===== config.mk =====
export PLATFORM = sky130hd
export DESIGN_NAME = bkb_ram
export DESIGN_NICKNAME = d
export VERILOG_FILES = /design/src/design/bkb_ram.sv
export SDC_FILE = /design/constraint.sdc
export NUM_CORES = 1
export LEC_CHECK = 0
export BUFFER_PORTS_ARGS = -buffer_cell sky130_fd_sc_hd__buf_2
export CAP_MARGIN = 20
export CELL_PAD_IN_SITES_DETAIL_PLACEMENT = 0
export CELL_PAD_IN_SITES_GLOBAL_PLACEMENT = 1
export CORE_ASPECT_RATIO = 1.25
export CORE_UTILIZATION = 25
export DETAILED_ROUTE_END_ITERATION = 8
export PLACE_DENSITY = 0.48
export SLEW_MARGIN = 10
export SYNTH_ARGS = -nofsm -noshare
export SYNTH_HDL_FRONTEND = slang
export SYNTH_SLANG_ARGS = --single-unit
export TNS_END_PERCENT = 5

===== constraint.sdc =====
create_clock -name clk -period 1.65 [get_ports clk]
set_clock_uncertainty 0.15 [all_clocks]
set_input_delay 0.0825 -clock clk [delete_from_list [all_inputs] [get_ports clk]]
set_output_delay 0.0825 -clock clk [all_outputs]
set_load 0.05 [all_outputs]

===== src/design/bkb_ram.sv =====
// Generic single-write, single-read RAM with registered read data.
module bkb_ram #(
	parameter int WIDTH = 8,
	parameter int DEPTH = 16
) (
	input  logic                     clk,
	input  logic                     wr_en,
	input  logic [$clog2(DEPTH)-1:0] wr_addr,
	input  logic [WIDTH-1:0]         wr_data,
	input  logic                     rd_en,
	input  logic [$clog2(DEPTH)-1:0] rd_addr,
	output logic [WIDTH-1:0]         rd_data
);

	logic [WIDTH-1:0] mem_q [DEPTH];

	// Write port.
	always_ff @(posedge clk) begin
		if (wr_en) begin
			mem_q[wr_addr] <= wr_data;
		end
	end

	// Registered read port.
	always_ff @(posedge clk) begin
		if (rd_en) begin
			rd_data <= mem_q[rd_addr];
		end
	end

endmodule


[After elaboration in Yosys (flattened, before gate mapping)]
Memories as Yosys holds them, arrays and structs flattened. A register that Yosys moved wholly into a read port is not among the register bits.
Index checks and enable logic that the tools add are counted.
Storage, ports and cells
  register bits after elaboration: 0
  memory bits (writable): 128
  input bits: 19
  output and inout bits: 8
  word-level logic and storage cells: 3
  memories kept: 1
Operators by class
  mux-type cells: 2
Memory list
  mem_q: words 16, bits a word 8, read ports 1, clocked after memory_dff 1, wr ports 1, line 15  | logic [WIDTH-1:0] mem_q [DEPTH];
Operator list (number)
  two-way mux 1 bit: 2

[Longest topological paths before layout]
  depth after elaboration: 2
  depth in mapped cells: 5

[Worst setup path after synthesis]
No wires, ideal clock.
  path kind: input to register
  start point: input port wr_addr[2]
  end point: memory mem_q[0][0] (enable)
  library setup time: 383 ps
  arrival time: 1192 ps
  setup slack: -75 ps
  stages: 2
  cell sequence: or3b_2 > nor3_1
RTL lines
  start, declared: line 8  | input logic [$clog2(DEPTH)-1:0] wr_addr,
  end, declared: line 15
Straight into the memory's write port.

==> metrics <==
outcome completed; total number of vias 2464; vias in the first global route 2787; crit path from mem_q[9][4]$_DFFE_PP_; Seq/Total Area, Yosys 78.1%; GPL Wtd Cong 0.684; Startpoint Class flip-flop; Seq cells post-synth 136; Row Count 58; cts bufs inserted 17; Worst Setup End Kind flip-flop; worst r2r src mem_q[9][4]$_DFFE_PP_; Min-Delay Path Class in -> reg; Avg WL per Cell 19.5 µm; Tot Pwr a little under 0.009 W; Netlist Area Pre-Place 5230 µm²; ys flop type edfxtp_1; TritonCTS Sinks 136; WP data required 1.65 ns; largest net degree at the start of global routing 26; Critical Path, Cell by Cell mux4_1 -> a22oi_1 -> nand2_1; Initial Util 25.7%; ranking of synthesized cells by area edfxtp_1, mux4_2, mux4_1; Die Height 164 µm; pins over their slew limit 0; root buffer cell clkbuf_16; io pins 27; Final Critical Period 1.62 ns; switching pwr 0.00168 W; CTS tree yes; crit path DAT approximately 1.6 ns; sequential power share roughly 45%; slew margin rel. between 40% and 50%; die width between 100 and 150 µm; ANT cells 0; final setup fails 0; Post-CTS Setup Inserts 0; post-synth cell types 18; layout cells sized above 1 33.9%; first drt pass iteration count 6; met1 WL 5.17 mm; highest metal used met4; clk buf depth 2; crit path max-delay cell type mux4_1; Tcrit/Tclk final 97.9%; Clock power frac 49.8%; core box area 20300 µm²; drt drc 0; DR vias/cell 4.25; Post-synth top cells edfxtp_1, mux4_2, a22oi_1; RSZ-0062 raised after global routing true; first-pass GRT wire length 17.4 mm; met3 WL about 460 µm; CP max FO 1; top achievable clock speed 619 MHz; GRT Total Usage 11.5%; placed cells 539; Int Pwr 0.00705 W; Slew @ Worst Pin 0.850 ns; worst vdd ir roughly 0.8 mV; Synth Warn # 0; Final nets 316; Post-synth ARST share 0%; Net Sw Frac 19.3%; Setup TNS 0 ns; DRT Wirelength approximately 11 mm; Leakage 2.22 nW; Final Hold Fails 0; dpl hpwl 7.41 mm; area grow syn2layout 27.1%; initial antenna violation count 0; power density over cell area about 1300 nW/µm²; H-tree depth 4; syn nets 248; synthesized area per cell approximately 23 µm²; post-route antenna net violation count 0; Crit Path Class reg -> reg; Yosys top cell by area edfxtp_1; hold path start wr_addr[1]; grt total ovfl 0; clk_lat worst skew 0.41 ns; EDFF count, synth 136; clock transition at the registers of the reported paths about 0.06 ns; PortBufs 26; Gate Count Post-Synth roughly 230; final cell count without fillers 580; Die Area 21500 µm²; slowest stage delay, CP 0.51 ns; cell with the most instances after synthesis edfxtp_1; initial DRC count 131; Max-cap violations 0; Comb power frac under 10%; Yosys top cell area share 78.1%; DR WL met2 5.54 mm
-- layout make-up --
cell class                 instances  area, µm²
sequential                       136       4080
clock buffer                      17        425
multi-input combinational         83       1080
clock inverter                    15        255
tap                              270        338
timing repair buffer              59        463
fill                            1985      13700
-- power groups by stage --
stage / sequential (W) / clock (W) / combinational, W
floorplan: 0.00404 / 0 / 0.000197
global placement: 0.00399 / 0 / 0.000449
detailed placement: 0.00399 / 0 / 0.000457
CTS: 0.00392 / 0.00443 / 0.000476
global route: 0.00392 / 0.00459 / 0.000508
finish: 0.00392 / 0.00435 / 0.000467
-- layer usage --
layer  up-vias  track usage, %
li1       1113               -
met1      1284            14.3
met2        55            18.6
met3        12            3.38
met4         0            4.76
met5         -               0
-- worst paths after layout --
check	endpoint	slack (ns)	depth (start not counted)
max	rd_data[4]$_DFFE_PP_	0.03	3
min	mem_q[0][3]$_DFFE_PP_	0.09	3
max reg2reg	rd_data[4]$_DFFE_PP_	0.03	3
min reg2reg	rd_data[1]$_DFFE_PP_	0.60	3
-- timing repair --
| action | in CTS | in global routing |
|---|---|---|
| gates resized for setup | 2 | 5 |
| pin swaps | 0 | 1 |
| hold buffers | 9 | 0 |
| endpoints found under the setup margin | 2 | 5 |
| hold endpoints to repair | 136 | 0 |
-- layout by cell type (no fill, tap or decap), types with 9 or more instances in the layout --
master and instances:
nor2_1 13, clkbuf_16 17, buf_4 19, buf_2 26, a22oi_1 11, edfxtp_1 136
dlygate4sd3_1 9, mux4_1 12, nand2_1 9, mux4_2 20
-- flip-flops by register name, summed over array words and instances (netlist names) --
name     cells
mem_q      128
rd_data      8
-- critical path, delay by kind of cell, from the launching register on --
kind / cells / cell delay (ns)
AOI/OAI and AO/OA: 1 / 0.23
DFF: 1 / 0.35
muxes: 1 / 0.51
and+or+nand+nor: 1 / 0.12
-- stage by stage --
step | setup WS (ns) | hold WS (ns) | area [µm²] | util [%]
5_1_grt | -0.00386 | 0.0811 | 6650 | 32.7
2_1_floorplan | 0.135 | 0.0314 | 5230 | -
4_1_cts | 0.00272 | 0.0702 | 6640 | 32.7
3_3_place_gp | -0.233 | 0.324 | 5860 | 28.8
6_report | 0.0350 | 0.0909 | 6650 | 32.7
3_5_place_dp | -0.229 | 0.330 | 5860 | 28.8
-- cell families after synthesis --
group | synth area share, %
AO/OA/AOI/OAI | 2.30
buffers and inverters | 1.65
flip-flops | 78.1
multiplexers | 14.8
AND/OR/NAND/NOR | 3.14
(Power assumes the default switching activity.)
