$ cat src/design/bkb_pkg.sv
// Shared types and constants for the bounded key blocklist.
package bkb_pkg;

	// Table size and derived widths.
	localparam int TABLE_ENTRIES = 512;
	localparam int IDX_W         = $clog2(TABLE_ENTRIES);
	localparam int CNT_W         = $clog2(TABLE_ENTRIES + 1);
	localparam int TOTAL_W       = 10;

	// Key layout: high, middle and low parts, high part in the upper bits.
	localparam int KEY_HIGH_W   = 64;
	localparam int KEY_MIDDLE_W = 64;
	localparam int KEY_LOW_W    = 32;
	localparam int KEY_W        = KEY_HIGH_W + KEY_MIDDLE_W + KEY_LOW_W;

	// Stream widths.
	localparam int OPCODE_W  = 2;
	localparam int STATUS_W  = 2;
	localparam int IN_DATA_W = 168;
	localparam int OUT_DATA_W = 16;

	// Command queue between the front and the back.
	localparam int Q_DEPTH  = 2;
	localparam int Q_PTR_W  = 1;
	localparam int Q_FILL_W = $clog2(Q_DEPTH + 1);

	// Opcode values on the input stream.
	localparam logic [OPCODE_W-1:0] OPC_INSERT = 2'd0;
	localparam logic [OPCODE_W-1:0] OPC_REMOVE = 2'd1;
	localparam logic [OPCODE_W-1:0] OPC_QUERY  = 2'd2;

	// Decoded command kind.
	typedef enum logic [1:0] {
		OP_INSERT,
		OP_REMOVE,
		OP_QUERY,
		OP_NONE
	} op_kind_t;

	// Result status codes.
	typedef enum logic [STATUS_W-1:0] {
		STAT_DONE = 2'd0,
		STAT_MISS = 2'd1,
		STAT_FULL = 2'd2
	} status_t;

	// Back-end sequencer states.
	typedef enum logic [2:0] {
		S_IDLE,
		S_SCAN,
		S_EXEC,
		S_MOVE_RD,
		S_MOVE_WR,
		S_RESP
	} bkb_state_t;

	// One classified command as it waits in the queue.
	typedef struct packed {
		op_kind_t         op;
		logic [KEY_W-1:0] key;
	} cmd_t;

endpackage

$ cat src/design/bkb_back.sv
// Back end: scans the key table, applies the command and holds the result item.
module bkb_back (
	input  logic                            clk,
	input  logic                            arst_n,
	input  logic                            q_valid,
	input  bkb_pkg::cmd_t                   q_cmd,
	output logic                            q_take,
	output logic                            rd_en,
	output logic [bkb_pkg::IDX_W-1:0]       rd_addr,
	input  logic [bkb_pkg::KEY_W-1:0]       rd_data,
	output logic                            wr_en,
	output logic [bkb_pkg::IDX_W-1:0]       wr_addr,
	output logic [bkb_pkg::KEY_W-1:0]       wr_data,
	output logic                            out_valid,
	input  logic                            out_ready,
	output logic [bkb_pkg::STATUS_W-1:0]    out_status,
	output logic [bkb_pkg::TOTAL_W-1:0]     out_total
);

	bkb_pkg::bkb_state_t            state_q;
	bkb_pkg::bkb_state_t            state_next;
	bkb_pkg::cmd_t                  cmd_q;
	logic [bkb_pkg::CNT_W-1:0]      count_q;
	logic [bkb_pkg::CNT_W-1:0]      scan_idx_q;
	logic                           cmp_vld_q;
	logic [bkb_pkg::IDX_W-1:0]      cmp_idx_q;
	logic                           found_q;
	logic [bkb_pkg::IDX_W-1:0]      slot_q;
	bkb_pkg::status_t               status_q;
	logic                           out_vld_q;
	logic [bkb_pkg::STATUS_W-1:0]   out_status_q;
	logic [bkb_pkg::TOTAL_W-1:0]    out_total_q;

	logic                           issue;
	logic                           match;
	logic                           out_free;
	logic                           has_room;
	logic [bkb_pkg::CNT_W-1:0]      last;

	// Scan helpers.
	assign issue    = (state_q == bkb_pkg::S_SCAN) && (scan_idx_q < count_q);
	assign match    = cmp_vld_q && (rd_data == cmd_q.key);
	assign out_free = !out_vld_q || out_ready;
	assign has_room = (count_q < bkb_pkg::CNT_W'(bkb_pkg::TABLE_ENTRIES));
	assign last     = count_q - 1'b1;

	// Next-state logic.
	always_comb begin
		state_next = state_q;
		case (state_q)
			bkb_pkg::S_IDLE: begin
				if (q_valid) begin
					if (q_cmd.op == bkb_pkg::OP_NONE) begin
						state_next = bkb_pkg::S_RESP;
					end else begin
						state_next = bkb_pkg::S_SCAN;
					end
				end
			end
			bkb_pkg::S_SCAN: begin
				if (match || (!issue && !cmp_vld_q)) begin
					state_next = bkb_pkg::S_EXEC;
				end
			end
			bkb_pkg::S_EXEC: begin
				if ((cmd_q.op == bkb_pkg::OP_REMOVE) && found_q) begin
					state_next = bkb_pkg::S_MOVE_RD;
				end else begin
					state_next = bkb_pkg::S_RESP;
				end
			end
			bkb_pkg::S_MOVE_RD: state_next = bkb_pkg::S_MOVE_WR;
			bkb_pkg::S_MOVE_WR: state_next = bkb_pkg::S_RESP;
			bkb_pkg::S_RESP: begin
				if (out_free) begin
					state_next = bkb_pkg::S_IDLE;
				end
			end
			default: state_next = bkb_pkg::S_IDLE;
		endcase
	end

	// Memory and queue controls.
	always_comb begin
		q_take  = 1'b0;
		rd_en   = 1'b0;
		rd_addr = scan_idx_q[bkb_pkg::IDX_W-1:0];
		wr_en   = 1'b0;
		wr_addr = count_q[bkb_pkg::IDX_W-1:0];
		wr_data = cmd_q.key;
		case (state_q)
			bkb_pkg::S_IDLE: q_take = q_valid;
			bkb_pkg::S_SCAN: rd_en = issue;
			bkb_pkg::S_EXEC: begin
				wr_en = (cmd_q.op == bkb_pkg::OP_INSERT) && !found_q && has_room;
			end
			bkb_pkg::S_MOVE_RD: begin
				rd_en   = 1'b1;
				rd_addr = last[bkb_pkg::IDX_W-1:0];
			end
			bkb_pkg::S_MOVE_WR: begin
				wr_en   = 1'b1;
				wr_addr = slot_q;
				wr_data = rd_data;
			end
			default: ;
		endcase
	end

	// Command registers and scan bookkeeping.
	always_ff @(posedge clk) begin
		if (state_q == bkb_pkg::S_IDLE && q_valid) begin
			cmd_q <= q_cmd;
		end
		cmp_idx_q <= scan_idx_q[bkb_pkg::IDX_W-1:0];
		if (match) begin
			slot_q <= cmp_idx_q;
		end
		if (state_q == bkb_pkg::S_RESP && out_free) begin
			out_status_q <= status_q;
			out_total_q  <= bkb_pkg::TOTAL_W'(count_q);
		end
	end

	// Control state: sequencer, count, scan progress, status and output valid.
	always_ff @(posedge clk or negedge arst_n) begin
		if (!arst_n) begin
			state_q    <= bkb_pkg::S_IDLE;
			count_q    <= '0;
			scan_idx_q <= '0;
			cmp_vld_q  <= 1'b0;
			found_q    <= 1'b0;
			status_q   <= bkb_pkg::STAT_MISS;
			out_vld_q  <= 1'b0;
		end else begin
			state_q   <= state_next;
			cmp_vld_q <= issue && !match;
			if (issue) begin
				scan_idx_q <= scan_idx_q + 1'b1;
			end
			if (match) begin
				found_q <= 1'b1;
			end
			case (state_q)
				bkb_pkg::S_IDLE: begin
					if (q_valid) begin
						scan_idx_q <= '0;
						found_q    <= 1'b0;
						status_q   <= bkb_pkg::STAT_MISS;
					end
				end
				bkb_pkg::S_EXEC: begin
					case (cmd_q.op)
						bkb_pkg::OP_INSERT: begin
							if (found_q) begin
								status_q <= bkb_pkg::STAT_DONE;
							end else if (has_room) begin
								count_q  <= count_q + 1'b1;
								status_q <= bkb_pkg::STAT_DONE;
							end else begin
								status_q <= bkb_pkg::STAT_FULL;
							end
						end
						bkb_pkg::OP_REMOVE, bkb_pkg::OP_QUERY: begin
							if (found_q) begin
								status_q <= bkb_pkg::STAT_DONE;
							end else begin
								status_q <= bkb_pkg::STAT_MISS;
							end
						end
						default: status_q <= bkb_pkg::STAT_MISS;
					endcase
				end
				bkb_pkg::S_MOVE_WR: count_q <= last;
				default: ;
			endcase
			// Output register: load on a free slot, drop once taken.
			if (state_q == bkb_pkg::S_RESP && out_free) begin
				out_vld_q <= 1'b1;
			end else if (out_ready) begin
				out_vld_q <= 1'b0;
			end
		end
	end

	assign out_valid  = out_vld_q;
	assign out_status = out_status_q;
	assign out_total  = out_total_q;

endmodule

$ cat config.mk
export PLATFORM = sky130hd
export DESIGN_NAME = bkb_back
export DESIGN_NICKNAME = d
export VERILOG_FILES = /design/src/design/bkb_pkg.sv /design/src/design/bkb_back.sv
export SDC_FILE = /design/constraint.sdc
export NUM_CORES = 1
export LEC_CHECK = 0
export BUFFER_PORTS_ARGS = -buffer_cell sky130_fd_sc_hd__buf_2
export CAP_MARGIN = 0
export CELL_PAD_IN_SITES_DETAIL_PLACEMENT = 0
export CELL_PAD_IN_SITES_GLOBAL_PLACEMENT = 1
export CORE_AREA = 2 2 203 205
export CTS_CLUSTER_SIZE = 40
export DETAILED_ROUTE_END_ITERATION = 7
export DIE_AREA = 0 0 205 207
export GPL_TIMING_DRIVEN = 1
export PLACE_DENSITY_LB_ADDON = 0.1
export SYNTH_ARGS = -nofsm -noshare
export SYNTH_HDL_FRONTEND = slang
export SYNTH_SLANG_ARGS = --single-unit
$ cat constraint.sdc
create_clock -name clk -period 9 [get_ports clk]
set_clock_uncertainty 0.2 [all_clocks]
set_input_delay 0.45 -clock clk [delete_from_list [all_inputs] [get_ports clk]]
set_output_delay 0.45 -clock clk [all_outputs]
set_load 0.01 [all_outputs]
# Yosys cells after proc, flatten, opt, wreduce, memory -nomap -nowiden
# Index checks and enable logic that the tools add are counted.
# totals
ff_bits	220
input_bits	326
out_inout_bits	194
word_cells	88
# op_classes
addsub	3
order_cmp	2
eq_ne	15
muxes	30
reduce_logical	25
# op_table
operator	count
equality test 160 bit	1
2-to-1 mux 160 bit	1
2-to-1 mux 10 bit	6
adder 10 x 1 -> 10 bit (second input constant)	2
one-hot mux 10 bit (2 select lines)	1
2-to-1 mux 9 bit	2
one-hot mux 3 bit (6 select lines)	1
2-to-1 mux 3 bit	5
less-than comparator 10 bit	1
less-than comparator 10 bit (second input constant)	1
inequality test 2 bit (second input constant)	5
subtractor 10 x 1 -> 10 bit (second input constant)	1
logical AND 1 bit	9
one-hot mux 2 bit (2 select lines)	2
2-to-1 mux 1 bit	7
equality test 3 x 2 -> 1 bit (second input constant)	2
equality test 3 bit (second input constant)	2
2-to-1 mux 2 bit	3
nonzero test 2 bit	3
zero test 1 bit	5
equality test 2 bit (second input constant)	2
one-hot mux 1 bit (2 select lines)	2
AND reduction 4 bit	1
equality test 3 x 1 -> 1 bit (second input constant)	1
8 further kinds	9

# Logic depth before layout (Yosys ltp)
# logic_depth
word_depth	7
ltp_mapped	9
ltp_nobuf	8

# Least setup slack after synthesis
# Ideal clock, no wire load.
# synth_path
path_kind	register -> output
from	register state_q[1]
to	output q_take
arrival_time_ps	2733
required_time_ps	8350
slack_ps	5617
stages_incl_launch_ff	4
n_path_buf	1
cell_sequence	dfrtp_1 -> clkbuf_1 -> nand3b_1 -> inv_2
# synth_between
elab_chain_len	2
# synth_lines
item	line	rtl
from (decl)	bkb_back.sv:20	bkb_pkg::bkb_state_t state_q;
from (signal assigned)	bkb_back.sv:128	state_q <= bkb_pkg::S_IDLE;
from (signal assigned)	bkb_back.sv:136	state_q <= state_next;
zero test 3 bit	bkb_back.sv:91	case (state_q)
2-to-1 mux 1 bit	bkb_back.sv:91	
to (decl)	bkb_back.sv:7	output logic q_take,
# No other way between the ends.

# Final worst setup path
# layout_path
from	register state_q[1]
to	output wr_data[23] (netlist name)
# layout_between
elab_chain_len	2
# layout_lines
item	line	rtl
equality test 3 bit	bkb_back.sv:91	
2-to-1 mux 160 bit	bkb_back.sv:91	
to (decl)	bkb_back.sv:13	output logic [bkb_pkg::KEY_W-1:0] wr_data,
# No other way between the ends.

==> results.txt <==
----------------------------------------------------
[Placed design]
  Weighted congestion reported at the end of routability-driven placement ... 0.8772
  Post-placement cell count ... 2,275
  DP HPWL ... 40,170 um
  Number of port buffers ... 519
  Placed cell area ... 0.01513 mm2

[Synth]
  Fraction of synthesis flops using an asynchronous set or reset pin ... 12.73%
  Count leader, synth ... sky130_fd_sc_hd__nand2_1
  Area fraction of the dominant cell type after synthesis ... 45.82%
  Top cells by area, synth ... sky130_fd_sc_hd__edfxtp_1 46%, sky130_fd_sc_hd__nand2_1 15%, sky130_fd_sc_hd__xnor2_1 6.2%, sky130_fd_sc_hd__dfrtp_1 5.6%, sky130_fd_sc_hd__nor2b_1 2.9%
  Synthesized cell area ... 0.01199 mm2
  Yosys Warn Count ... 0
  Unique cell type count in the Yosys netlist ... 61
  Yosys reg bits ... 220
  Post-synthesis net count ... 1,609
  Mean cell area of the mapped netlist ... 9.459 um2
  Most used standard cells in the synthesized netlist ... 466 x sky130_fd_sc_hd__nand2_1, 183 x sky130_fd_sc_hd__edfxtp_1, 85 x sky130_fd_sc_hd__xnor2_1
  EDFF count, synth ... 183
  Library cell with the largest summed area after synthesis ... sky130_fd_sc_hd__edfxtp_1
  Synthesized instance count ... 1,268
  Primary FF master, synth ... sky130_fd_sc_hd__edfxtp_1
  Share of synthesized area occupied by flip-flops and latches ... 53.17%

[Detailed routing]
  Count of nets left with antenna violations after detail routing ... 0
  Post-detailed-route wirelength per cell ... 20.58 um
  DRT Pass-1 Iters ... 7
  Vias after detailed routing ... 11,640
  Total DRC errors in the routed layout ... 0
  Number of vias per cell after detailed routing ... 4.651
  Total Wirelength ... 51,490 um
  Initial DRC count ... 625

[Floorplanning]
  Die X-Extent ... 205 um
  Boundary Pins ... 520
  Initial cell density of the core ... 29.71%
  Floorplan die area ... 0.04244 mm2
  Rows ... 74
  Core outline area ... 0.04037 mm2
  Die Ht ... 207 um

[Global route]
  Number of global-route vias before repair ... 11,610
  Overflow left after global routing ... 0
  Combined global-route utilization of all metal layers ... 23.59%
  Largest net degree at the start of global routing ... 118
  Antenna violations before repair ... 20
  Wire length of the first global-routing pass ... 74,240 um

[Final layout]
  Post-layout instance area ... 0.01775 mm2
  Fraction of layout instances using a drive strength above 1 ... 29.61%
  Number of inserted filler cells in the final layout ... 4,107
  Layout overhead on the synthesized area ... 47.98%
  Post-layout instance count excluding filler cells ... 2,502
  # nets final ... 2,279

[Clocking]
  Clock slew at the register clock pins of the worst setup and hold paths ... 0.06 ns
  Clock Latency Late Sink ... 0.56 ns
  Root Buffer ... sky130_fd_sc_hd__clkbuf_16
  TritonCTS clock tree ... done
  TritonCTS Sinks ... 220
  Longest Clk Path Bufs ... 3
  CTS H-tree depth ... 1
  Post-cts resize count ... 0
  Total clock buffers created by CTS ... 29
  Number of post-CTS setup repair buffers ... 0
  Total of hold buffers inserted after clock tree synthesis ... 164

[Run]
  Number of maximum-capacitance violations ... 0

[Power and ir drop]
  Worst IR drop on VDD ... 0.0001579 V
  Power, Total ... 5.116 mW
  Power density normalized to cell area ... 288.2 mW/mm2
  Leak Pwr ... 7.878 nW

[Critical path]
  Category of the worst setup path capture point ... output port
  Critical path data required time ... 8.35 ns
  R2R cell count ... 6
  Register-to-register setup slack ... 4.99 ns
  Category of the critical setup timing path ... reg -> out
  WP data arrival ... 3.75 ns
  Maximum net fanout on the critical path ... 90
  Crit Reg-Reg Startpoint ... cmd_q[130]$_DFFE_PP_
  Reg2Reg Capture Point ... slot_q[1]$_DFFE_PP_
  Worst setup SP type ... register

[Timing]
  Final hold viol count ... 0
  Sum of negative setup slack ... 0 ns
  Max Slew Vio Count ... 0
  Peak Freq ... 227.1 MHz
  Minimum period implied by the final worst setup slack ... 4.404 ns
  Transition time of the tightest slew-check pin ... 1.116 ns
  Tcrit/Tclk final ... 48.93%
  Setup repair after global routing missed its margin ... false
  Worst rel slew slack ... 23.68%
  Number of setup violations in the final report ... 0

[Status]
  Outcome ... finished clean

[Hold path]
  Hold depth ... 4
  Type of the tightest min-delay check ... in -> reg
  Worst hold path endpoint ... state_q[2]$_DFFE_PN0P_
  Startpoint of the most critical hold path ... q_valid

----------------------------------------------------
## flip-flops by register name (all words and copies together), names as in the netlist
register,count
cmd_q,162
count_q,10
out_total,10
scan_idx_q,10
cmp_idx_q,9
slot_q,9
state_q,3
out_status,2
status_q,2
cmp_vld_q,1
found_q,1
out_valid,1
## critical path, cell delays in order, from the launching register on
cell	delay, ns
sky130_fd_sc_hd__dfrtp_1	0.49
sky130_fd_sc_hd__nor2_1	0.27
sky130_fd_sc_hd__and2_4	0.38
sky130_fd_sc_hd__buf_4	0.70
sky130_fd_sc_hd__buf_4	0.87
sky130_fd_sc_hd__o21ai_0	0.26
sky130_fd_sc_hd__buf_2	0.21
## power breakdown
group	internal, mW	total, mW	switching [mW]
registers	1.41	1.59	0.185
clock network	0.702	1.17	0.472
logic	0.840	2.35	1.51
## worst max path at each step
stage | slack, ns | to | startpoint | depth (start not counted)
finish | 4.60 | wr_data[23] | state_q[1]$_DFFE_PN0P_ | 6
global route | 4.26 | wr_data[111] | state_q[1]$_DFFE_PN0P_ | 7
CTS | 4.48 | wr_data[23] | state_q[1]$_DFFE_PN0P_ | 6
detailed placement | 4.88 | slot_q[1]$_DFFE_PP_ | rd_data[130] | 7
global placement | 4.91 | slot_q[1]$_DFFE_PP_ | rd_data[130] | 7
floorplan | 5.62 | q_take | state_q[1]$_DFFE_PN0P_ | 3
## cells in the final DEF, fill, tap and decap left out, types with 13 or more instances in the layout
master | synthesis | final
sky130_fd_sc_hd__clkbuf_16 | 0 | 29
sky130_fd_sc_hd__nand4_1 | 35 | 35
sky130_fd_sc_hd__nor2b_1 | 56 | 56
sky130_fd_sc_hd__dlygate4sd3_1 | 0 | 164
sky130_fd_sc_hd__xnor2_1 | 85 | 85
sky130_fd_sc_hd__o21ai_0 | 48 | 48
sky130_fd_sc_hd__inv_1 | 46 | 46
sky130_fd_sc_hd__o2111ai_1 | 13 | 13
sky130_fd_sc_hd__nand2_1 | 466 | 465
sky130_fd_sc_hd__dfrtp_1 | 27 | 27
sky130_fd_sc_hd__xor2_1 | 28 | 28
sky130_fd_sc_hd__nor4_1 | 21 | 20
sky130_fd_sc_hd__nor2_1 | 25 | 25
sky130_fd_sc_hd__edfxtp_1 | 183 | 183
sky130_fd_sc_hd__buf_2 | 1 | 519
sky130_fd_sc_hd__a2111oi_0 | 15 | 15
sky130_fd_sc_hd__ha_1 | 15 | 15
sky130_fd_sc_hd__nand2b_1 | 41 | 41
## final cells by class
class | count | area, um2 | share of cell area, %
repair buffers | 687 | 4269 | 24.05
inverters | 47 | 183.9 | 1.036
diodes | 11 | 27.53 | 0.1551
flip-flops and latches | 220 | 6377 | 35.93
multi-input cells | 953 | 5275 | 29.72
clock inverters | 20 | 212.7 | 1.198
clock buffers | 32 | 737.0 | 4.152
well taps | 532 | 665.6 | 3.750
## cells by family after synthesis
family	after synthesis	synth area share, %
simple gates	691	26.17
xor+xnor	113	8.252
mux	4	0.3338
flops	220	53.17
fa+ha+maj	15	1.565
compound gates	130	7.521
buf+inv	95	2.983
## through the flow
stage	hold WS, ns	util (%)	setup slack (ns)
floorplan	-0.04559	-	5.617
global placement	0.1864	37.48	4.907
detailed placement	0.1887	37.48	4.883
CTS	0.1349	43.90	4.479
global route	0.2063	43.92	4.264
finish	0.1645	43.97	4.596
## routing by layer
| layer | global-route usage, % | part of all wire, % |
|---|---|---|
| met1 | 28.43 | 40 |
| met2 | 41.31 | 50 |
| met3 | 6.734 | 7.6 |
| met4 | 5.557 | 2.3 |
| met5 | 0 | 0.22 |
No activity file was read; power rests on OpenSTA's default activity.
