`config.mk`:
```
export PLATFORM = sky130hd
export DESIGN_NAME = bkb_front
export DESIGN_NICKNAME = d
export VERILOG_FILES = /design/src/design/bkb_pkg.sv /design/src/design/bkb_front.sv
export SDC_FILE = /design/constraint.sdc
export NUM_CORES = 1
export LEC_CHECK = 0
export CAP_MARGIN = 20
export CORE_MARGIN = 1.5
export CORE_UTILIZATION = 54
export CTS_CLUSTER_DIAMETER = 40
export CTS_CLUSTER_SIZE = 40
export DETAILED_ROUTE_END_ITERATION = 7
export DONT_BUFFER_PORTS = 1
export PLACE_DENSITY = 0.69
export SLEW_MARGIN = 40
export SYNTH_ARGS = -nofsm -noshare
export SYNTH_HDL_FRONTEND = slang
export SYNTH_SLANG_ARGS = --single-unit
```
`constraint.sdc`:
```
create_clock -name clk -period 19.4 [get_ports clk]
set_input_delay 0.97 -clock clk [delete_from_list [all_inputs] [get_ports clk]]
set_output_delay 0.97 -clock clk [all_outputs]
set_load 0.02 [all_outputs]
```
`src/design/bkb_pkg.sv`:
```
// Shared types and constants for the bounded key blocklist.
package bkb_pkg;

	// Table size and derived widths.
	localparam int TABLE_ENTRIES = 512;
	localparam int IDX_W         = $clog2(TABLE_ENTRIES);
	localparam int CNT_W         = $clog2(TABLE_ENTRIES + 1);
	localparam int TOTAL_W       = 10;

	// Key layout: high, middle and low parts, high part in the upper bits.
	localparam int KEY_HIGH_W   = 64;
	localparam int KEY_MIDDLE_W = 64;
	localparam int KEY_LOW_W    = 32;
	localparam int KEY_W        = KEY_HIGH_W + KEY_MIDDLE_W + KEY_LOW_W;

	// Stream widths.
	localparam int OPCODE_W  = 2;
	localparam int STATUS_W  = 2;
	localparam int IN_DATA_W = 168;
	localparam int OUT_DATA_W = 16;

	// Command queue between the front and the back.
	localparam int Q_DEPTH  = 2;
	localparam int Q_PTR_W  = 1;
	localparam int Q_FILL_W = $clog2(Q_DEPTH + 1);

	// Opcode values on the input stream.
	localparam logic [OPCODE_W-1:0] OPC_INSERT = 2'd0;
	localparam logic [OPCODE_W-1:0] OPC_REMOVE = 2'd1;
	localparam logic [OPCODE_W-1:0] OPC_QUERY  = 2'd2;

	// Decoded command kind.
	typedef enum logic [1:0] {
		OP_INSERT,
		OP_REMOVE,
		OP_QUERY,
		OP_NONE
	} op_kind_t;

	// Result status codes.
	typedef enum logic [STATUS_W-1:0] {
		STAT_DONE = 2'd0,
		STAT_MISS = 2'd1,
		STAT_FULL = 2'd2
	} status_t;

	// Back-end sequencer states.
	typedef enum logic [2:0] {
		S_IDLE,
		S_SCAN,
		S_EXEC,
		S_MOVE_RD,
		S_MOVE_WR,
		S_RESP
	} bkb_state_t;

	// One classified command as it waits in the queue.
	typedef struct packed {
		op_kind_t         op;
		logic [KEY_W-1:0] key;
	} cmd_t;

endpackage

```
`src/design/bkb_front.sv`:
```
// Front end: accepts input items, decodes the opcode and queues commands.
module bkb_front (
	input  logic                              clk,
	input  logic                              arst_n,
	input  logic                              s_tvalid,
	output logic                              s_tready,
	input  logic [bkb_pkg::IN_DATA_W-1:0]     s_tdata,
	output logic                              q_valid,
	output bkb_pkg::cmd_t                     q_cmd,
	input  logic                              q_take
);

	logic [bkb_pkg::OPCODE_W-1:0]     opcode;
	logic [bkb_pkg::KEY_HIGH_W-1:0]   key_high;
	logic [bkb_pkg::KEY_MIDDLE_W-1:0] key_middle;
	logic [bkb_pkg::KEY_LOW_W-1:0]    key_low;
	bkb_pkg::cmd_t                    cmd_in;
	logic                             push;
	logic                             pop;

	bkb_pkg::cmd_t                    fifo_q [bkb_pkg::Q_DEPTH];
	logic [bkb_pkg::Q_PTR_W-1:0]      wr_ptr_q;
	logic [bkb_pkg::Q_PTR_W-1:0]      rd_ptr_q;
	logic [bkb_pkg::Q_FILL_W-1:0]     fill_q;

	// Unpack the input item.
	assign opcode     = s_tdata[1:0];
	assign key_high   = s_tdata[65:2];
	assign key_middle = s_tdata[129:66];
	assign key_low    = s_tdata[161:130];

	// Classify the opcode; the unused code becomes a no-op that reports a miss.
	always_comb begin
		cmd_in.key = {key_high, key_middle, key_low};
		case (opcode)
			bkb_pkg::OPC_INSERT: cmd_in.op = bkb_pkg::OP_INSERT;
			bkb_pkg::OPC_REMOVE: cmd_in.op = bkb_pkg::OP_REMOVE;
			bkb_pkg::OPC_QUERY:  cmd_in.op = bkb_pkg::OP_QUERY;
			default:             cmd_in.op = bkb_pkg::OP_NONE;
		endcase
	end

	// Queue handshakes.
	assign s_tready = (fill_q != bkb_pkg::Q_FILL_W'(bkb_pkg::Q_DEPTH));
	assign q_valid  = (fill_q != '0);
	assign push     = s_tvalid && s_tready;
	assign pop      = q_take && q_valid;
	assign q_cmd    = fifo_q[rd_ptr_q];

	// Queue storage.
	always_ff @(posedge clk) begin
		if (push) begin
			fifo_q[wr_ptr_q] <= cmd_in;
		end
	end

	// Queue pointers and fill level.
	always_ff @(posedge clk or negedge arst_n) begin
		if (!arst_n) begin
			wr_ptr_q <= '0;
			rd_ptr_q <= '0;
			fill_q   <= '0;
		end else begin
			if (push) begin
				wr_ptr_q <= wr_ptr_q + 1'b1;
			end
			if (pop) begin
				rd_ptr_q <= rd_ptr_q + 1'b1;
			end
			if (push && !pop) begin
				fill_q <= fill_q + 1'b1;
			end else if (pop && !push) begin
				fill_q <= fill_q - 1'b1;
			end
		end
	end

endmodule

```
Word level (Yosys, flattened, before mapping)
Memory sizes are Yosys's and may differ from the RTL's.
Cells that the tools add are included.
Widths: inputs -> output; s select.
{"block": "totals", "elab_cells": 25, "n_memories": 1, "latch_bits": 0, "ff_bits": 4, "romBits": 0, "ram_bits": 324, "inputBits": 172}
{"block": "op_classes", "addsub": 4, "shifts": 0, "reduce_logical": 9, "bitwise_logic": 0, "order_cmp": 0, "n_eq_ne": 3, "n_mux": 5, "mul": 0, "div": 0}
{"name": "fifo_q", "depth": 2, "width": 162, "read_ports": 1, "rd_ports_with_merged_regs": 0, "wr": 1, "line_no": "bkb_front.sv:21", "source": "bkb_pkg::cmd_t fifo_q [bkb_pkg::Q_DEPTH];"}
{"operator": "$pmux 2 s3", "n": 1}
{"operator": "$logic_and 1x1->1", "n": 4}
{"operator": "$mux 2", "n": 2}
{"operator": "$reduce_bool 2->1", "n": 2}
{"operator": "$add 1x1->1 const B", "n": 2}
{"operator": "$add 2x1->2 const B", "n": 1}
{"operator": "$eq 2x1->1 const B", "n": 1}
{"operator": "$eq 2x2->1 const B", "n": 1}
{"operator": "$logic_not 1->1", "n": 2}
{"operator": "$logic_not 2->1", "n": 1}
{"operator": "$mux 1", "n": 2}
{"operator": "$ne 2x2->1 const B", "n": 1}
{"operator": "$sub 2x1->2 const B", "n": 1}

Depth between registers and ports, before layout
Gate-level depths: netlist (run 1).
{"block": "logic_depth", "ltp_word": 6, "ltp_mapped": 7, "mapped_depth_nobuf": 7}

Least setup slack after synthesis (run 1)
No wires, ideal clock.
{"block": "synth_path", "kind": "input -> register", "startpoint": "input s_tvalid", "endpoint": "memory fifo_q[0][0] in the netlist's numbering, enable pin", "required_ns": 18.714, "t_arrival_ns": 7.788, "setup_slack_ns": 10.925, "path_buffers": 0, "path_stages": 2, "cell_sequence": "nand2_1 -> nor2_1"}
{"block": "synth_via", "elab_chain_len": 3}
{"item": "start, declared", "line_no": "bkb_front.sv:5", "source": "input logic s_tvalid,"}
{"item": "$logic_and 1x1->1", "line_no": "bkb_front.sv:46", "source": "assign push = s_tvalid && s_tready;"}
{"item": "$mux 1", "line_no": "bkb_front.sv:52", "source": "if (push) begin"}
{"item": "$mux 1 (not written as such)", "line_no": "bkb_front.sv:53", "source": "fifo_q[wr_ptr_q] <= cmd_in;"}
{"item": "end, declared", "line_no": "bkb_front.sv:21"}
Every way passes these cells.

==> run_results.csv, run 1 <==
group,metric,value,unit
floorplan,start_util,55.4,%
cts,clk_path_buf_depth,3,
power,powerDensity,171,nW/um^2
floorplan,dieArea,23400,sq um
setup_path,required,18.43,ns
cts,cts_setup_buffers,0,
timing,timing.final.ws_setup,15.91,ns
route,viasPerCell,5.61,
floorplan,die_h,153,microns
cts,hold_buffers,0,
outcome,violations,"DRC",
timing,clock-skew-final,0.0137,ns
cells_and_area,fin_cells,856,
timing,worst_pin_slew,0.793,ns
power,seqPwrFrac,43.7,%
place,place.gp.congestion,0.780,
place,io_buffers,0,
place,hpwl,13500,microns
synth,synth-seq-cells,328,
cts,ctsResizeCount,0,
timing,hold_violations,0,
outcome,outcome,"finished, violations left",
power,leakage,0.00467,uW
global_route,grt_overflow,0,
floorplan,core_area,22000,sq um
global_route,grt_pass1_vias,5123,
power,p_comb_share,28.6,%
cts,clock_sinks,328,
synth,synth_nets,697,
route,drcViolationCount,24,
setup_path,worstSetupEndpointType,"primary output",
job,cap_viol_max_count,0,
cells_and_area,ff_latch_area,9830,sq um
cells_and_area,antenna-diode-count,0,
floorplan,die_width,153,microns
timing,slew_violations,0,
route,routed_wl,20300,microns
setup_path,cp_max_fo,63,
timing,rsz0062_at_grt,"no",
timing,period_needed,3.49,ns
cells_and_area,drive_gt1_share,39.9,%
cts,cts_tree,"done",
cells_and_area,fillerInstances,1440,
setup_path,cpPeakStageDelay,0.78,ns
global_route,grt_pass1_wl,29900,microns
setup_path,path_class,"flop to primary output",
setup_path,path_cells,"buf_6 > mux2_2",
route,drt_iter0_drc,236,
timing,slew_headroom,47.1,%
global_route,track_usage,17.0,%
cts,root_buffer,"clkbuf_16",
timing,fmax,0.287,GHz
synth,synthDistinctLibCells,16,
cts,clock_latency,0.50,ns
place,placed_cells,792,
route,antenna_left,0,
cts,cts_made_buffers,36,
power,clkPwrFrac,27.7,%
synth,syn_inst,524,
min_path,hold_class,"input pin to async pin",
cells_and_area,multi_input_area,2190,sq um
floorplan,ios,336,
route,wire_per_inst,23.7,microns
synth,yosysSeqAreaShare,80.8,%
global_route,grt_max_degree,73,
timing,fin_setup_tns,0,ns
synth,ys.warnings.count,0,
synth,syn_area_per_cell,23.2,sq um
timing,timing.final.crit_share,18.0,%
setup_path,path_delay_family,"flip-flops",
cells_and_area,area_growth,12.2,%
cts,path_clk_slew,0.06,ns
power,p_sw_share,32.1,%
setup_path,crit_slowest_cell,"dfrtp_4",
power,internal-power,1590,uW
synth,netlist_area,12200,sq um
cts,htree_levels,2,
power,vdd_ir_drop_max,0.106,mV
route,vias,4806,
place,dp_slack,16.41,ns
cells_and_area,nNetsFinal,723,
timing,finalSetupViolCount,0,
global_route,antenna_found_initial,0,
setup_path,worstPathBufferInverterCount,1,
timing,hold_ws,0.174,ns
floorplan,rows,54,
setup_path,start_kind,"flop",
route,drtPass1Iterations,7,
power,power.switching,750,uW
setup_path,cp.arrival,2.52,ns
## registers in the layout (all words and copies together), names as in the netlist
signal    count
rd_ptr_q      1
fill_q        2
wr_ptr_q      1
fifo_q      324
## cells by family (layout without fill, tap and decap cells)
group,after synthesis,count (layout),share of synthesized area (%)
muxes,162,162,17.2
xor gates and xnor gates,5,5,0.360
DFF,328,328,80.8
buffers and inverters,21,73,1.30
adders and majority gates,1,1,0.103
and+or+nand+nor,7,7,0.278
## final timing paths
kind	startpoint	slack, ns	cells past startpoint	to
worst max-delay path	rd_ptr_q$_DFFE_PN0P_	15.91	2	q_cmd[6]
worst min-delay path	arst_n	0.17	0	fill_q[0]$_DFFE_PN0P_
worst max register to register	fill_q[0]$_DFFE_PN0P_	16.98	5	fifo_q[0][91]$_DFFE_PP_
worst min register to register	fill_q[1]$_DFFE_PN0P_	0.50	1	fill_q[1]$_DFFE_PN0P_
max in group asynchronous	arst_n	19.15	0	rd_ptr_q$_DFFE_PN0P_
min in group clk	fill_q[1]$_DFFE_PN0P_	0.50	1	fill_q[1]$_DFFE_PN0P_
## cell type report
type,count,area share [%]
clock inverters,23,1.62
clock buffers,41,6.90
repair buffers,8,0.779
multi-input cells,175,16.0
inverters,1,0.0275
well taps,280,2.57
flip-flops and latches,328,72.1
## stage by stage
stage	total power [uW]	cell area, sq um	util, %
6_report	2340	13600	62.1
5_1_grt	2430	13600	62.1
3_5_place_dp	1720	12500	56.8
4_1_cts	2370	13600	62.1
3_3_place_gp	1690	12400	56.6
2_1_floorplan	1650	12200	-
## routing by layer
| layer | GRT usage, % | vias up | wire [microns] |
|---|---|---|---|
| li1 | - | 2137 | - |
| met1 | 17.1 | 2362 | 6610 |
| met2 | 28.7 | 267 | 9960 |
| met3 | 10.4 | 40 | 3220 |
| met4 | 6.49 | 0 | 497 |
| met5 | 0 | - | 0 |
## Yosys cell counts
| cell | number | area share [%] |
|---|---|---|
| inv_1 | 1 | 0.031 |
| edfxtp_1 | 324 | 80 |
| buf_2 | 9 | 0.37 |
| mux2_2 | 92 | 8.5 |
| ha_1 | 1 | 0.10 |
| or2_2 | 1 | 0.051 |
| nor2_1 | 2 | 0.062 |
| nand2b_1 | 1 | 0.051 |
| xor2_1 | 2 | 0.14 |
| xnor2_1 | 3 | 0.22 |
| and3_1 | 1 | 0.051 |
| nand2_1 | 2 | 0.062 |
| buf_6 | 9 | 0.83 |
| dfrtp_1 | 4 | 0.82 |
| clkbuf_1 | 2 | 0.062 |
| mux2_4 | 70 | 8.6 |
## layout by cell type (no fill, tap or decap), types with 2 or more instances in the layout
cell and instances:
clkinv_4 4, mux2_2 92, buf_6 5, clkinv_1 4
inv_8 4, dfrtp_1 3, clkbuf_16 37, bufinv_16 2
clkinv_2 5, nand2_1 2, inv_6 2, xnor2_1 3
mux2_4 70, clkbuf_1 4, xor2_1 2, edfxtp_1 324
## power groups by stage
stage,registers (uW),logic (uW),clock network (uW)
6_report,1020,669,648
5_1_grt,1040,703,692
4_1_cts,1030,678,665
3_5_place_dp,1040,678,0
3_3_place_gp,1030,663,0
2_1_floorplan,1050,602,0
(Power assumes the default switching activity.)
==> inputs of run 2 (changes only) <==
--- a/config.mk
+++ b/config.mk
@@ -5,6 +5,7 @@
 export SDC_FILE = /design/constraint.sdc
 export NUM_CORES = 1
 export LEC_CHECK = 0
+export ABC_AREA = 1
 export CAP_MARGIN = 20
 export CORE_MARGIN = 1.5
 export CORE_UTILIZATION = 54
==> constraint.sdc (replaced) <==
create_clock -name clk -period 3.5 [get_ports clk]
set_input_delay 0.175 -clock clk [delete_from_list [all_inputs] [get_ports clk]]
set_output_delay 0.175 -clock clk [all_outputs]
set_load 0.02 [all_outputs]
==> run 2 against run 1 <==
Net effect: the run now ends clean; synthesized area fell by 1.7%; worst setup slack got worse by 15 ns; global-route usage rose by 5.2 points; critical path type unchanged; largest power group unchanged; highest routed layer unchanged.
==> run_results.csv, run 2 <==
group,metric,value,unit
global_route,grt_pass1_wl,39800,microns
timing,period_needed,2.32,ns
power,vdd_ir_drop_max,0.638,mV
cells_and_area,final_cell_mix,"nand2_1, edfxtp_1, dlygate4sd3_1",
cts,root_buffer,"clkbuf_16",
timing,clock-skew-final,0.0199,ns
setup_path,path_class,"flop to primary output",
setup_path,worstPathBufferInverterCount,2,
floorplan,start_util,55.0,%
synth,synth_edf_count,324,
synth,syn_area_per_cell,13.7,sq um
synth,netlist_area,12000,sq um
global_route,grt_pass1_vias,7234,
floorplan,rows,54,
cells_and_area,largest_registers,"fifo_q (324), fill_q (2)",
setup_path,cp.arrival,2.15,ns
cells_and_area,fillerInstances,1358,
cells_and_area,area_growth,28.2,%
route,wl_met1,9340,microns
cts,clock_sinks,328,
timing,timing.final.crit_share,66.3,%
timing,slew_headroom,45.8,%
place,hpwl,14900,microns
timing,fin_setup_tns,0,ns
setup_path,cpPeakStageDelay,0.59,ns
power,power.total,13800,uW
setup_path,worstSetupEndpointType,"primary output",
place,io_buffers,0,
setup_path,r2r_start,"fill_q[0]$_DFFE_PN0P_",
route,top_layer,"met4",
job,cap_viol_max_count,0,
route,wire_per_inst,19.0,microns
global_route,grt_overflow,0,
timing,hold_violations,0,
cts,cts_setup_buffers,0,
global_route,antenna_found_initial,0,
synth,synthAdderAreaFrac,0.105,%
setup_path,required,3.32,ns
cts,cts_made_buffers,37,
route,drt_iter0_drc,452,
synth,synthSimpleGateAreaFrac,15.8,%
synth,synthMuxAreaShare,0,%
timing,rsz0062_at_grt,"no",
synth,synth_top_family_by_area,"simple AND/OR/NAND/NOR gates",
synth,async_flop_share,1.22,%
global_route,grt_max_degree,91,
route,dr_wl_met2,13400,microns
outcome,outcome,"complete, no violations",
timing,worst_pin_slew,0.813,ns
floorplan,dieArea,23100,sq um
synth,synth_compound_area_share,0,%
synth,synth_common_cells,"nand2_1, edfxtp_1, buf_2",
floorplan,ios,336,
power,powerDensity,900,nW/um^2
cells_and_area,layout.cells.most_common,"nand2_1",
route,drcViolationCount,0,
place,placed_cells,1132,
min_path,hold_class,"input pin to flop",
setup_path,ff2ff_setup_slack,1.46,ns
setup_path,critPathMostFrequentCell,"nand2_1",
synth,synth_top_area_share,81.3,%
synth,yosys.area.top_type,"edfxtp_1",
route,route.met3.wl,2480,microns
setup_path,crit_slowest_cell,"buf_4",
setup_path,start_kind,"flop",
synth,synth_xor_area_share,0.146,%
floorplan,core_area,21800,sq um
synth,ys.warnings.count,0,
route,vias,7023,
cts,path_clk_slew,0.07,ns
cells_and_area,drive_gt1_share,7.64,%
synth,synth_nets,1049,
min_path,min_from,"s_tdata[21]",
synth,yosysSeqAreaShare,82.2,%
route,drtPass1Iterations,5,
synth,yosysMostFrequentCell,"nand2_1",
synth,ys_top_cells_by_area,"edfxtp_1, nand2_1, dfrtp_1",
synth,ys.flop_type,"edfxtp_1",
cells_and_area,nNetsFinal,1230,
synth,syn_inst,876,
setup_path,reg2reg_depth,5,
route,antenna_left,0,
cts,cts_tree,"done",
synth,synth-seq-cells,328,
global_route,track_usage,22.2,%
cts,htree_levels,2,
setup_path,path_delay_family,"buffers and inverters",
timing,finalSetupViolCount,0,
cts,clock_latency,0.52,ns
place,place.gp.congestion,0.703,
setup_path,r2r-end,"fifo_q[1][66]$_DFFE_PP_",
min_path,holdPathStages,1,
timing,slew_violations,0,
setup_path,path_cells,"inv_4 > buf_4 > nand2_1 > nand2_1",
timing,fmax,0.431,GHz
cts,clk_path_buf_depth,3,
cells_and_area,regMostFlops,"fifo_q",
cells_and_area,fin_cells,1366,
floorplan,die_h,152,microns
floorplan,die_width,152,microns
power,leakage,0.00602,uW
synth,synthDistinctLibCells,14,
cells_and_area,antenna-diode-count,0,
setup_path,cp_max_fo,73,
min_path,hold_path_end,"fifo_q[1][115]$_DFFE_PP_",
route,viasPerCell,5.14,
route,routed_wl,26000,microns
cells_and_area,largest_reg_flops,324,
[run 2: changes by cell type in the layout (fill, tap and decap cells not counted), sizes merged, moves of 4 or more]
| cell | change |
|---|---|
| mux2 | -162 |
| nand2 | +494 |
| buf | +5 |
| inv | +4 |
| dlygate4sd3 | +166 |
| clkinv | +4 |
[run 2: cells by family (layout without fill, tap and decap cells)]
| logic type | Yosys count | in the layout |
|---|---|---|
| xor+xnor | 2 | 2 |
| simple gates | 501 | 501 |
| fa+ha+maj | 1 | 1 |
| flops | 328 | 328 |
| buf+inv | 44 | 254 |
[run 2: cell type report]
cell class,count,area (sq um),area share (%)
well taps,280,350,2.28
flip-flops and latches,328,9830,64.1
inverters,7,28.8,0.188
repair buffers,179,1830,11.9
clock inverters,28,370,2.42
clock buffers,40,980,6.39
multi-input cells,504,1950,12.7
[run 2: worst reg2reg max path: cells and delay by family, from the launching register on]
| kind | cells | cell delay [ns] |
|---|---|---|
| DFF | 1 | 0.37 |
| and+or+nand+nor | 3 | 0.84 |
| buffers and inverters | 2 | 0.50 |
[run 2: report_power, final]
group | switching, uW | total, uW | internal [uW]
sequential | 217 | 5580 | 5360
clock | 1630 | 4100 | 2470
combinational | 3370 | 4110 | 741
total | 5220 | 13800 | 8570
[run 2: what timing repair did]
item                      in CTS  in global routing
resized for setup              0                  0
hold endpoints to repair     331                  0
hold buffers                 166                  0
[run 2: per-stage QoR]
step / util, % / worst slack [ns] / cell area (sq um) / hold WS, ns
global route: 70.5 / 1.03 / 15300 / 0.292
finish: 70.5 / 1.18 / 15300 / 0.308
global placement: 56.6 / 1.45 / 12300 / -0.120
CTS: 70.5 / 1.12 / 15300 / 0.288
floorplan: - / 0.0360 / 12000 / -0.121
detailed placement: 56.6 / 1.42 / 12300 / -0.120
[run 2: worst max-delay path by stage]
stage,start,to,slack [ns],cells after the start
6_report,rd_ptr_q$_DFFE_PN0P_,q_cmd[31],1.18,4
3_3_place_gp,fill_q[0]$_DFFE_PN0P_,fifo_q[1][117]$_DFFE_PP_,1.45,5
4_1_cts,rd_ptr_q$_DFFE_PN0P_,q_cmd[56],1.12,4
2_1_floorplan,fill_q[0]$_DFFE_PN0P_,fifo_q[0][0]$_DFFE_PP_,0.04,4
3_5_place_dp,fill_q[0]$_DFFE_PN0P_,fifo_q[1][62]$_DFFE_PP_,1.42,5
5_1_grt,rd_ptr_q$_DFFE_PN0P_,q_cmd[155],1.03,4
[run 2: routing by layer]
metal / vias to the layer above / track usage [%]
met3: 58 / 8.13
met2: 312 / 39.0
met5: - / 0
li1: 3327 / -
met1: 3326 / 24.7
met4: 0 / 7.91
